## config.mk

```make
export PLATFORM = sky130hd
export DESIGN_NAME = sha1_message_digest
export DESIGN_NICKNAME = d
export VERILOG_FILES = /design/src/rtl/core/sha1md_pkg.sv /design/src/rtl/core/sha1_message_digest.sv /design/src/rtl/core/sha1md_ctrl.sv /design/src/rtl/core/sha1md_dp.sv
export SDC_FILE = /design/constraint.sdc
export NUM_CORES = 2
export LEC_CHECK = 0
export ABC_AREA = 0
export BUFFER_PORTS_ARGS = -buffer_cell sky130_fd_sc_hd__buf_2
export CAP_MARGIN = 20
export CORE_ASPECT_RATIO = 1.4
export CORE_UTILIZATION = 51
export CTS_CLUSTER_DIAMETER = 120
export CTS_CLUSTER_SIZE = 10
export DETAILED_ROUTE_END_ITERATION = 16
export MAX_ROUTING_LAYER = met4
export PLACE_DENSITY = 0.69
export SLEW_MARGIN = 10
export SYNTH_ARGS = -nofsm -noshare
export SYNTH_HDL_FRONTEND = slang
export SYNTH_SLANG_ARGS = --single-unit
```

## constraint.sdc

```tcl
create_clock -name clock -period 15.09 [get_ports clock]
set_input_delay 3.018 -clock clock [delete_from_list [all_inputs] [get_ports clock]]
set_output_delay 3.018 -clock clock [all_outputs]
set_load 0.01 [all_outputs]
```

## src/rtl/core/sha1md_pkg.sv

```systemverilog
// Shared types, constants and helper functions of the SHA-1 digest block.
package sha1md_pkg;

   // Round and block geometry
   localparam int ROUNDS       = 80;
   localparam int ROUND_W      = $clog2(ROUNDS);
   localparam int BLOCK_BYTES  = 64;
   localparam int FILL_W       = $clog2(BLOCK_BYTES);
   localparam int DIGEST_WORDS = 5;
   localparam int IDX_W        = 3;

   // Padding constants
   localparam logic [7:0]        PAD_MARK = 8'h80;
   localparam logic [FILL_W-1:0] LEN_POS  = FILL_W'(56);
   localparam logic [FILL_W-1:0] LAST_POS = FILL_W'(BLOCK_BYTES - 1);

   // Initial chaining values H0..H4
   localparam logic [31:0] H_INIT [0:DIGEST_WORDS-1] = '{
      32'h67452301, 32'hEFCDAB89, 32'h98BADCFE, 32'h10325476, 32'hC3D2E1F0
   };

   // Source of the byte written into the block buffer
   typedef enum logic [1:0] {
      BYTE_REQ  = 2'd0,
      BYTE_MARK = 2'd1,
      BYTE_ZERO = 2'd2,
      BYTE_LEN  = 2'd3
   } byte_sel_type;

   // Round group, selects the mixing function and the round constant
   typedef enum logic [1:0] {
      PH_CHOOSE = 2'd0,
      PH_PARITY1 = 2'd1,
      PH_MAJORITY = 2'd2,
      PH_PARITY2 = 2'd3
   } phase_type;

   // Commands from the controller to the datapath
   typedef struct packed {
      logic                put_en;
      byte_sel_type        byte_sel;
      logic                load_work;
      logic                round_en;
      phase_type           phase;
      logic                fold_en;
      logic                restart;
      logic [IDX_W-1:0]    out_idx;
   } cmd_type;

   // Status from the datapath to the controller
   typedef struct packed {
      logic [FILL_W-1:0] fill;
   } status_type;

   // Round constant of one round group
   function automatic logic [31:0] round_k(phase_type ph);
      logic [31:0] k;
      unique case (ph)
         PH_CHOOSE:   k = 32'h5A827999;
         PH_PARITY1:  k = 32'h6ED9EBA1;
         PH_MAJORITY: k = 32'h8F1BBCDC;
         PH_PARITY2:  k = 32'hCA62C1D6;
         default:     k = 32'h5A827999;
      endcase
      return k;
   endfunction

endpackage

```

## src/rtl/core/sha1_message_digest.sv

```systemverilog
// Top level of the SHA-1 digest block: controller and datapath.
//
// SHA-1 over a byte stream. Each accepted word carries at most one message byte and may
// close the message; on the closing word the block pads the message, finishes the last
// compression and returns the 160-bit digest as five 32-bit words, H0 first, then starts
// over for the next message. The 64th byte of every block starts a compression (80 rounds
// on a single round unit, then a fold into the chaining words), during which req_stall is
// high. Closing a message writes the padding bytes (9 to 72), runs one or two compressions
// and delivers five output words, one per cycle when rsp_stall is low. A new message is
// taken once the fifth word is delivered.
module sha1_message_digest
   import sha1md_pkg::*;
(
   input  logic        clock,
   input  logic        reset,
   input  logic        req_valid,
   output logic        req_stall,
   input  logic [7:0]  req_data_byte,
   input  logic        req_has_byte,
   input  logic        req_end_of_message,
   output logic        rsp_valid,
   input  logic        rsp_stall,
   output logic [31:0] rsp_digest_word,
   output logic [2:0]  rsp_word_index,
   output logic        rsp_last_word
);

   cmd_type    cmd;
   status_type status;

   sha1md_ctrl u_ctrl (
      .clock              (clock),
      .reset              (reset),
      .req_valid          (req_valid),
      .req_stall          (req_stall),
      .req_has_byte       (req_has_byte),
      .req_end_of_message (req_end_of_message),
      .rsp_valid          (rsp_valid),
      .rsp_stall          (rsp_stall),
      .rsp_word_index     (rsp_word_index),
      .rsp_last_word      (rsp_last_word),
      .cmd                (cmd),
      .status             (status)
   );

   sha1md_dp u_dp (
      .clock           (clock),
      .reset           (reset),
      .req_data_byte   (req_data_byte),
      .cmd             (cmd),
      .status          (status),
      .rsp_digest_word (rsp_digest_word)
   );

endmodule

```

## src/rtl/core/sha1md_ctrl.sv

```systemverilog
// Sequencer of the SHA-1 digest block: absorb, padding, rounds, fold and digest output.
module sha1md_ctrl
   import sha1md_pkg::*;
(
   input  logic             clock,
   input  logic             reset,
   input  logic             req_valid,
   output logic             req_stall,
   input  logic             req_has_byte,
   input  logic             req_end_of_message,
   output logic             rsp_valid,
   input  logic             rsp_stall,
   output logic [IDX_W-1:0] rsp_word_index,
   output logic             rsp_last_word,
   output cmd_type          cmd,
   input  status_type       status
);

   typedef enum logic [2:0] {
      ST_IDLE,
      ST_PAD_MARK,
      ST_PAD_ZERO,
      ST_PAD_LEN,
      ST_ROUND,
      ST_FOLD,
      ST_OUTPUT
   } state_type;

   localparam logic [IDX_W-1:0]   LAST_IDX   = IDX_W'(DIGEST_WORDS - 1);
   localparam logic [ROUND_W-1:0] LAST_ROUND = ROUND_W'(ROUNDS - 1);

   state_type            state_ff, state_in;
   state_type            ret_ff, ret_in;
   logic [ROUND_W-1:0]   round_ff, round_in;
   logic [IDX_W-1:0]     idx_ff, idx_in;
   logic                 last_slot;

   assign last_slot = (status.fill == LAST_POS);

   // Handshake outputs follow the state
   assign req_stall      = (state_ff != ST_IDLE);
   assign rsp_valid      = (state_ff == ST_OUTPUT);
   assign rsp_word_index = idx_ff;
   assign rsp_last_word  = (idx_ff == LAST_IDX);

   // Decode next state and datapath commands
   always_comb begin
      cmd          = '0;
      cmd.byte_sel = BYTE_REQ;
      cmd.phase    = PH_CHOOSE;
      cmd.out_idx  = idx_ff;
      state_in     = state_ff;
      ret_in       = ret_ff;
      round_in     = round_ff;
      idx_in       = idx_ff;

      unique case (state_ff)
         ST_IDLE: begin
            if (req_valid) begin
               if (req_has_byte) begin
                  cmd.put_en   = 1'b1;
                  cmd.byte_sel = BYTE_REQ;
               end
               if (req_has_byte && last_slot) begin
                  cmd.load_work = 1'b1;
                  round_in      = '0;
                  state_in      = ST_ROUND;
                  ret_in        = req_end_of_message ? ST_PAD_MARK : ST_IDLE;
               end else if (req_end_of_message) begin
                  state_in = ST_PAD_MARK;
               end
            end
         end

         ST_PAD_MARK: begin
            cmd.put_en   = 1'b1;
            cmd.byte_sel = BYTE_MARK;
            if (last_slot) begin
               cmd.load_work = 1'b1;
               round_in      = '0;
               state_in      = ST_ROUND;
               ret_in        = ST_PAD_ZERO;
            end else begin
               state_in = ST_PAD_ZERO;
            end
         end

         ST_PAD_ZERO: begin
            cmd.put_en = 1'b1;
            if (status.fill == LEN_POS) begin
               // zeros done, start the length field
               cmd.byte_sel = BYTE_LEN;
               state_in     = ST_PAD_LEN;
            end else begin
               cmd.byte_sel = BYTE_ZERO;
               if (last_slot) begin
                  cmd.load_work = 1'b1;
                  round_in      = '0;
                  state_in      = ST_ROUND;
                  ret_in        = ST_PAD_ZERO;
               end
            end
         end

         ST_PAD_LEN: begin
            cmd.put_en   = 1'b1;
            cmd.byte_sel = BYTE_LEN;
            if (last_slot) begin
               cmd.load_work = 1'b1;
               round_in      = '0;
               state_in      = ST_ROUND;
               ret_in        = ST_OUTPUT;
            end
         end

         ST_ROUND: begin
            cmd.round_en = 1'b1;
            priority if (round_ff < ROUND_W'(20)) begin
               cmd.phase = PH_CHOOSE;
            end else if (round_ff < ROUND_W'(40)) begin
               cmd.phase = PH_PARITY1;
            end else if (round_ff < ROUND_W'(60)) begin
               cmd.phase = PH_MAJORITY;
            end else begin
               cmd.phase = PH_PARITY2;
            end
            if (round_ff == LAST_ROUND) begin
               state_in = ST_FOLD;
            end else begin
               round_in = round_ff + 1'b1;
            end
         end

         ST_FOLD: begin
            cmd.fold_en = 1'b1;
            idx_in      = '0;
            state_in    = ret_ff;
         end

         ST_OUTPUT: begin
            if (!rsp_stall) begin
               if (idx_ff == LAST_IDX) begin
                  cmd.restart = 1'b1;
                  idx_in      = '0;
                  state_in    = ST_IDLE;
               end else begin
                  idx_in = idx_ff + 1'b1;
               end
            end
         end

         default: begin
            state_in = ST_IDLE;
         end
      endcase
   end

   // Hold state, return state and counters
   always_ff @(posedge clock) begin
      if (reset) begin
         state_ff <= ST_IDLE;
         ret_ff   <= ST_IDLE;
         round_ff <= '0;
         idx_ff   <= '0;
      end else begin
         state_ff <= state_in;
         ret_ff   <= ret_in;
         round_ff <= round_in;
         idx_ff   <= idx_in;
      end
   end

endmodule

```

## src/rtl/core/sha1md_dp.sv

```systemverilog
// Datapath of the SHA-1 digest block: block shift line, round unit, chaining words, bit count.
module sha1md_dp
   import sha1md_pkg::*;
(
   input  logic        clock,
   input  logic        reset,
   input  logic [7:0]  req_data_byte,
   input  cmd_type     cmd,
   output status_type  status,
   output logic [31:0] rsp_digest_word
);

   localparam int BUF_W = 8 * BLOCK_BYTES;

   logic [BUF_W-1:0]  buf_ff, buf_in;
   logic [31:0]       chain_ff [0:DIGEST_WORDS-1];
   logic [63:0]       bit_count_ff;
   logic [FILL_W-1:0] fill_ff;
   logic [31:0]       a_ff, b_ff, c_ff, d_ff, e_ff;
   logic [7:0]        put_byte;
   logic [2:0]        len_sel;
   logic [31:0]       w0, w2, w8, w13, w_new;
   logic [31:0]       f, t;

   assign status.fill     = fill_ff;
   assign rsp_digest_word = chain_ff[cmd.out_idx];

   // Pick the byte to store: message, pad mark, zero or length byte
   assign len_sel = ~fill_ff[2:0];
   always_comb begin
      unique case (cmd.byte_sel)
         BYTE_REQ:  put_byte = req_data_byte;
         BYTE_MARK: put_byte = PAD_MARK;
         BYTE_ZERO: put_byte = 8'h00;
         BYTE_LEN:  put_byte = bit_count_ff[{len_sel, 3'b000} +: 8];
         default:   put_byte = 8'h00;
      endcase
   end

   // Schedule taps: slot j holds W[r+j]
   assign w0    = buf_ff[BUF_W-1        -: 32];
   assign w2    = buf_ff[BUF_W-1-2*32   -: 32];
   assign w8    = buf_ff[BUF_W-1-8*32   -: 32];
   assign w13   = buf_ff[BUF_W-1-13*32  -: 32];
   assign w_new = {w0[31:0] ^ w2 ^ w8 ^ w13} << 1 |
                  {31'd0, (w0[31] ^ w2[31] ^ w8[31] ^ w13[31])};

   // Mixing function of the current round group
   always_comb begin
      unique case (cmd.phase)
         PH_CHOOSE:   f = (b_ff & c_ff) | (~b_ff & d_ff);
         PH_MAJORITY: f = (b_ff & c_ff) | (b_ff & d_ff) | (c_ff & d_ff);
         PH_PARITY1,
         PH_PARITY2:  f = b_ff ^ c_ff ^ d_ff;
         default:     f = b_ff ^ c_ff ^ d_ff;
      endcase
   end

   assign t = {a_ff[26:0], a_ff[31:27]} + f + e_ff + round_k(cmd.phase) + w0;

   // Shift a byte in, or advance the schedule by one word
   always_comb begin
      buf_in = buf_ff;
      if (cmd.put_en) begin
         buf_in = {buf_ff[BUF_W-9:0], put_byte};
      end else if (cmd.round_en) begin
         buf_in = {buf_ff[BUF_W-33:0], w_new};
      end
   end

   always_ff @(posedge clock) begin
      buf_ff <= buf_in;
   end

   // Load, advance and hold the working variables
   always_ff @(posedge clock) begin
      if (cmd.load_work) begin
         a_ff <= chain_ff[0];
         b_ff <= chain_ff[1];
         c_ff <= chain_ff[2];
         d_ff <= chain_ff[3];
         e_ff <= chain_ff[4];
      end else if (cmd.round_en) begin
         a_ff <= t;
         b_ff <= a_ff;
         c_ff <= {b_ff[1:0], b_ff[31:2]};
         d_ff <= c_ff;
         e_ff <= d_ff;
      end
   end

   // Chaining words, fill position and message length
   always_ff @(posedge clock) begin
      if (reset || cmd.restart) begin
         for (int i = 0; i < DIGEST_WORDS; i++) begin
            chain_ff[i] <= H_INIT[i];
         end
         bit_count_ff <= '0;
         fill_ff      <= '0;
      end else begin
         if (cmd.fold_en) begin
            chain_ff[0] <= chain_ff[0] + a_ff;
            chain_ff[1] <= chain_ff[1] + b_ff;
            chain_ff[2] <= chain_ff[2] + c_ff;
            chain_ff[3] <= chain_ff[3] + d_ff;
            chain_ff[4] <= chain_ff[4] + e_ff;
         end
         if (cmd.put_en) begin
            fill_ff <= fill_ff + 1'b1;
         end
         if (cmd.put_en && (cmd.byte_sel == BYTE_REQ)) begin
            bit_count_ff <= bit_count_ff + 64'd8;
         end
      end
   end

endmodule
```

* After elaboration in Yosys (flattened, before gate mapping)
Memories as Yosys holds them, arrays and structs flattened. A register that Yosys moved wholly into a read port is not among the register bits. Index checks and enable logic that the tools add are counted.
Cells by class: add/subtract/negate cells 13, multiply operators 0, div/mod/pow operators 0, magnitude comparators 3, equality and inequality tests 25, shift operators 1, mux-type cells 68, bitwise logic cells 23, reduce and logical (&&, ||, !) cells 18
Operator list (count):
- $mux W512 | 2
- $mux W32 | 15
- $add A32 B32 Y32 | 9
- $and A32 B32 Y32 | 4
- $pmux W32 S4 | 1
- $or A32 B32 Y32 | 3
- $pmux W32 S3 | 1
- $xor A31 B31 Y31 | 3
- $add A64 B4 Y64 const B | 1
- $shiftx A64 B7 Y8 | 1
- $xor A32 B32 Y32 | 2
- $mux W3 | 20
- $mux W7 | 5
- $not A32 Y32 | 1
- $or A32 B1 Y32 | 1
- $pmux W8 S4 | 1
- $pmux W7 S4 | 1
- $pmux W3 S7 | 1
- $pmux W4 S4 | 1
- $mux W1 | 15
- $reduce_and A5 Y1 | 3
- $lt A7 B6 Y1 const B | 2
- $eq A3 B3 Y1 const B | 4
- $eq A6 B6 Y1 const B | 2
- other kinds (28) | 52
Word-level totals: flip-flop bits (word level) 758, bits in latches 0, bits in writable memories 160, ROM bits 0, bits of input ports 14, output and inout port bits 38, word-level logic and storage cells 164, memories kept 1
Memories:
- u_dp.chain_ff | depth 5, bits a word 32, read ports 6, clocked after memory_dff 1, write ports 5, RTL line sha1md_dp.sv:16 | logic [31:0] chain_ff [0:DIGEST_WORDS-1];

* Depth between registers and ports, before layout
word-level depth 14, mapped depth 29, depth with buffers taken out 26

* Hierarchy
A second synthesis with hierarchy kept.
Unflattened totals: cell total of the unflattened synthesis 4294, area total of the unflattened synthesis 53418.7 µm²
By module, submodules not included:
- sha1md_dp | instances 1, cells each 4150, area each 52216.3 µm², seq. area each 26325.2 µm²
- sha1md_ctrl | instances 1, cells each 144, area each 1202.4 µm², seq. area each 320.3 µm²

* Worst setup path before layout
No wires, ideal clock.
path kind input port to flip-flop, start input port req_valid, end register u_dp.buf_ff[0], enable pin, library setup time 3661 ps, data arrival time 12120 ps, required time 11429 ps, setup slack -691 ps, stages on the path 6, buffers on the path 2, cells stage by stage nand2_1 -> nand2_1 -> nand2_1 -> clkbuf_1 -> clkbuf_1 -> nand2_1
Between the ends: cells in the longest elaborated chain, start to end 3
Ends and longest elaborated chain:
- start, declared | RTL line sha1_message_digest.sv:16 | input logic req_valid,
- $mux W4 | RTL line sha1md_ctrl.sv:59 | if (req_valid) begin
- $pmux W4 S4 | RTL line sha1md_ctrl.sv:57 | unique case (state_ff)
- $reduce_bool A2 Y1 (no line)
- end signal, assigned | RTL line sha1md_dp.sv:72 | buf_ff <= buf_in;
- end, declared | RTL line sha1md_dp.sv:15 | logic [BUF_W-1:0] buf_ff, buf_in;
No other way between the ends. A chain may end at the register's enable or synchronous reset.

* Final worst setup path
start register u_ctrl.state_ff[0], end register u_dp.a_ff[29], data pin
Between the ends: cells in the longest elaborated chain, start to end 11, elaborated cells between the ends (all ways) 20, those cells by class add/sub: 4; eq/ne: 7; mux: 6; reduce/logical: 3
Ends and longest elaborated chain:
- start, declared | RTL line sha1md_ctrl.sv:32 | state_type state_ff, state_in;
- start signal, assigned | RTL line sha1md_ctrl.sv:166 | state_ff <= state_in;
- $eq A3 B3 Y1 | RTL line sha1md_ctrl.sv:57
- $mux W3 | RTL line sha1md_ctrl.sv:57
- $eq A2 B1 Y1 or $eq A2 B2 Y1 (tied branches) | RTL line sha1md_pkg.sv:58, sha1md_dp.sv:50
- $reduce_or A2 Y1 | RTL line sha1md_dp.sv:50 | unique case (cmd.phase)
- $pmux W32 S3 | RTL line sha1md_dp.sv:50
- $add A32 B32 Y32 (4 in a row) | RTL line sha1md_dp.sv:59 | assign t = {a_ff[26:0], a_ff[31:27]} + f + e_ff + round_k(cmd.phase) + w0;
- $mux W32 | RTL line sha1md_dp.sv:83 | end else if (cmd.round_en) begin
- $mux W32 (*) | RTL line sha1md_dp.sv:77 | if (cmd.load_work) begin
- end signal, assigned | RTL line sha1md_dp.sv:78 | a_ff <= chain_ff[0];
- end signal, assigned | RTL line sha1md_dp.sv:84 | a_ff <= t;
- end, declared | RTL line sha1md_dp.sv:19 | logic [31:0] a_ff, b_ff, c_ff, d_ff, e_ff;
Every way passes the cells marked *; elsewhere a longest branch is shown, timed or not. The select of a mux whose other input is x is not followed.

==> results.txt <==
----------------------------------------------------
[Synthesis]
  Share of synthesized cell area in and, or, nand and nor gates ... 19.7%
  Largest family of logic cells by synthesized area ... simple AND/OR/NAND/NOR gates
  Cell taking the most area after synthesis ... edfxtp_1
  Fraction of synthesized cell area taken by the top area cell type ... between 40% and 50%
  Number of register bits inferred by synthesis ... 918
  Part of the Yosys area used for sequential elements ... between 40% and 50%
  Count of flip-flops with a built-in enable after synthesis ... around 830
  Primary flip-flop cell chosen by synthesis mapping ... edfxtp_1
  Cell with the most instances after synthesis ... nand2_1
  Netlist area before placement ... between 50000 and 60000 um^2
  FFs w/ async S/R, synth ... 0%
  Leading cell types by count after synthesis ... nand2_1 (1986), edfxtp_1 (832), inv_1 (256), nor2_1 (245), ha_1 (232)
  Compound-gate portion of the synthesized area ... ~8.8%
  Distinct cell type count of the synthesized netlist ... between 80 and 90
  Synthesized instance count ... between 5000 and 6000
  Share of cell area taken by muxes after synthesis ... between 2 and 3%
  Post-synthesis net count ... between 5000 and 6000
  Adder-cell share of the synthesized area ... 10.1%
  Leading cell types by total area after synthesis ... edfxtp_1 (47%), nand2_1 (14%), ha_1 (5.4%)
  Xor and xnor area share after synthesis ... 5.08%
  Synth warnings ... 0
  Average size of a mapped cell ... just under 10 um^2

[Critical path]
  Element type at the critical path end ... register
  Cell occurring most often along the worst timing path ... inv_1
  Required time reported for the critical path endpoint ... 15.53 ns
  Highest cell delay on the worst timing path ... 0.52 ns
  Data arrival time of the worst path ... approximately 8.3 ns
  Crit Path Class ... reg -> reg
  Number of buffer and inverter stages on the critical path ... 8
  CP max FO ... 54
  Cell family with most CP delay ... adder cells
  Highest-delay cell along the critical path ... fa_1
  CP Launch Type ... register

[STA]
  Total Neg Setup Slack ... 0 ns
  F_max ... roughly 0.13 GHz
  Worst-margin pin slew ... 1.12 ns
  Remaining max-slew budget at the tightest pin ... between 20% and 30%
  Share of the clock period used by the worst path after layout ... a little over half
  Minimum clock period after layout ... ~7.9 ns
  Maximum clock skew at final layout ... roughly 0.042 ns
  Fin. Hold Viols ... 0
  # setup viols final ... 0
  Final worst hold slack ... 0.457 ns
  Setup repair after global routing missed its margin ... no
  Final number of max-transition violations ... 0

[Detailed routing]
  Routed wirelength normalized by instance count ... 19.9 um
  Detailed router's first-iteration violation count ... between 3000 and 4000
  Number of vias in the routed layout ... slightly below 40000
  First-pass detailed-route iteration total ... 6
  Vias per Instance ... between 5 and 6
  WL final ... 136 mm
  Number of nets with antenna violations after detailed routing ... 0
  DRC Markers ... 0

[Floorplanning]
  CORE AREA ... 104000 um^2
  Starting utilization of the core area ... between 50% and 60%
  Die Y-Extent ... 385 um
  Overall die area ... 106000 um^2
  Placement Rows ... 140
  # IOs ... 52
  Die X-Extent ... approximately 280 um

[Job]
  Max Cap Viol ... 0

[Placement]
  Final weighted congestion of routability-driven global placement ... approximately 1
  Half-perimeter wire length after detailed placement ... 95.4 mm
  Placed standard-cell area ... between 50000 and 60000 um^2
  Port Buf Inserts ... 51

[Pwr]
  Net switching fraction of the power ... 30.6%
  Sequential fraction of design power ... between 50% and 60%
  Static leakage ... 23.6 nW
  Clk network pwr share ... between 20% and 30%
  Cell area power density ... approximately 130 nW/um^2
  Fraction of power consumed by combinational cells ... 20.9%
  Int Power ... 0.00528 W
  Worst voltage drop across the vdd grid ... around 120 uV
  Power dissipated by switching net loads ... around 0.0023 W

[Final layout]
  Number of antenna repair diodes ... 0
  Design Area, Final ... 57700 um^2
  Fin util ... a little under three fifths
  Number of nets in the finished design ... around 5800
  Synth-to-layout area growth ... 7.87%
  Share of cells above drive strength 1 ... 5.69%

[Status]
  Status ... finished clean

[Worst hold path]
  Class of the tightest hold or removal check ... reg -> reg

[Clock network]
  TritonCTS clock tree ... built
  Number of buffers inserted during clock tree synthesis ... just over 100
  Clock slew seen by the registers of the worst setup and hold paths ... ~0.060 ns
  Count of buffers added by post-CTS timing repair for setup ... 0
  CTS hold repair buffers ... 0
  Clock root buffer master ... clkbuf_16
  H-tree depth ... 3
  Number of sinks on the clock net ... between 900 and 1000
  Clock network latency to the later pin of the worst-skew pair ... roughly 0.7 ns
  Post-cts gate resize count ... 0
  Bufs on Longest Clock Path ... 3

[GRT]
  Final global-route overflow total ... 0
  Antenna violations before repair ... 0
  Vias in the first global route ... around 38000
  Global-route wire length before repair ... between 200 and 250 mm
  Pin count of the biggest net entering global routing ... 210
  Overall fraction of global-route tracks in use ... about a quarter

----------------------------------------------------
## through the flow
stage,setup slack [ns],instances,power (W)
after floorplan,4.57,5481,0.00506
after global placement,7.38,6684,0.00542
after detailed placement,7.26,6684,0.00546
after CTS,7.21,6811,0.00769
after global routing,6.58,6811,0.00802
final,7.21,6811,0.00762
## worst register-to-register path: cells and delay by family (launching register included)
family / cells / cell delay (ns)
flip-flops: 1 / 0.43
adder cells (fa/ha/maj): 6 / 2.08
buffers and inverters: 8 / 1.64
AND/OR/NAND/NOR: 5 / 1.40
AO/OA/AOI/OAI: 8 / 1.89
XOR/XNOR: 1 / 0.17
## registers in the layout, summed over array words and instances (netlist names), named ones only
signal                 count
u_ctrl.ret_ff              3
u_ctrl.round_ff            7
u_ctrl.rsp_word_index      3
u_ctrl.state_ff            3
u_dp.a_ff                 32
u_dp.b_ff                 32
u_dp.bit_count_ff         61
u_dp.buf_ff              512
u_dp.c_ff                 32
u_dp.chain_ff            160
u_dp.d_ff                 32
u_dp.e_ff                 32
u_dp.status                6
## layout make-up
type / count / area [um^2]
flip-flops and latches: 918 / 26700
fillers: 9243 / 46300
repair buffers: 83 / 546
clock buffers: 119 / 2590
inverters: 256 / 961
multi-input cells: 4078 / 25000
clock inverters: 8 / 165
well taps: 1349 / 1690
## layer usage
metal | vias to the layer above | share of wire, % | GRT usage, %
met1 | 18800 | 41 | 31.9
li1 | 18600 | - | -
met4 | 0 | 5.0 | 12.8
met2 | 992 | 50 | 44.0
met5 | - | 0 | -
met3 | 280 | 4.6 | 3.08
## cell families (layout without fill, tap and decap cells)
logic type               after synthesis  after routing
multiplexers                          94             94
adder cells (fa/ha/maj)              357            357
AO/OA/AOI/OAI                        735            735
XOR/XNOR                             310            310
buffers and inverters                485            466
AND/OR/NAND/NOR                     2582           2582
flip-flops                           918            918
## path summary, 6_finish.rpt
path / slack (ns) / end / cells past startpoint / from
hold / removal: 0.46 / u_ctrl.ret_ff[0] / 2 / u_ctrl.ret_ff[0]
setup / recovery: 7.21 / u_dp.a_ff[29] / 28 / u_ctrl.state_ff[0]
setup reg to reg: 7.21 / u_dp.a_ff[29] / 28 / u_ctrl.state_ff[0]
hold reg to reg: 0.46 / u_ctrl.ret_ff[0] / 2 / u_ctrl.ret_ff[0]
## layout by cell type, fill, tap and decap left out, types with 8 or more instances in the layout
master and count:
nor2_1 243, buf_2 51, nor2b_1 44, ha_1 230, xor2_1 126, fa_1 125
nor3_1 51, and3_1 32, edfxtp_1 832, nand4_1 30, a21o_1 86, mux4_2 44
o31ai_1 24, o21a_1 33, xnor2_1 184, nor4_1 8, dfxtp_1 83, and2_1 21
inv_1 256, nand3_1 47, nand2_1 1983, clkbuf_1 18, a31oi_1 37, a21oi_1 184
nand2b_1 43, buf_4 28, a221o_1 14, mux2_2 33, o21bai_1 29, clkbuf_16 101
and4_1 8, a221oi_1 26, a21boi_0 8, or3_1 31, o21ai_0 190, mux2i_1 16
o211ai_1 11, a211oi_1 20
## power groups by stage
stage / logic, W / clock network (W) / registers [W]
after floorplan: 0.00123 / 0 / 0.00383
after global placement: 0.00157 / 0 / 0.00385
after detailed placement: 0.00160 / 0 / 0.00386
after CTS: 0.00161 / 0.00226 / 0.00382
after global routing: 0.00181 / 0.00234 / 0.00387
final: 0.00159 / 0.00221 / 0.00381
Power figures use the tool's default switching activity.
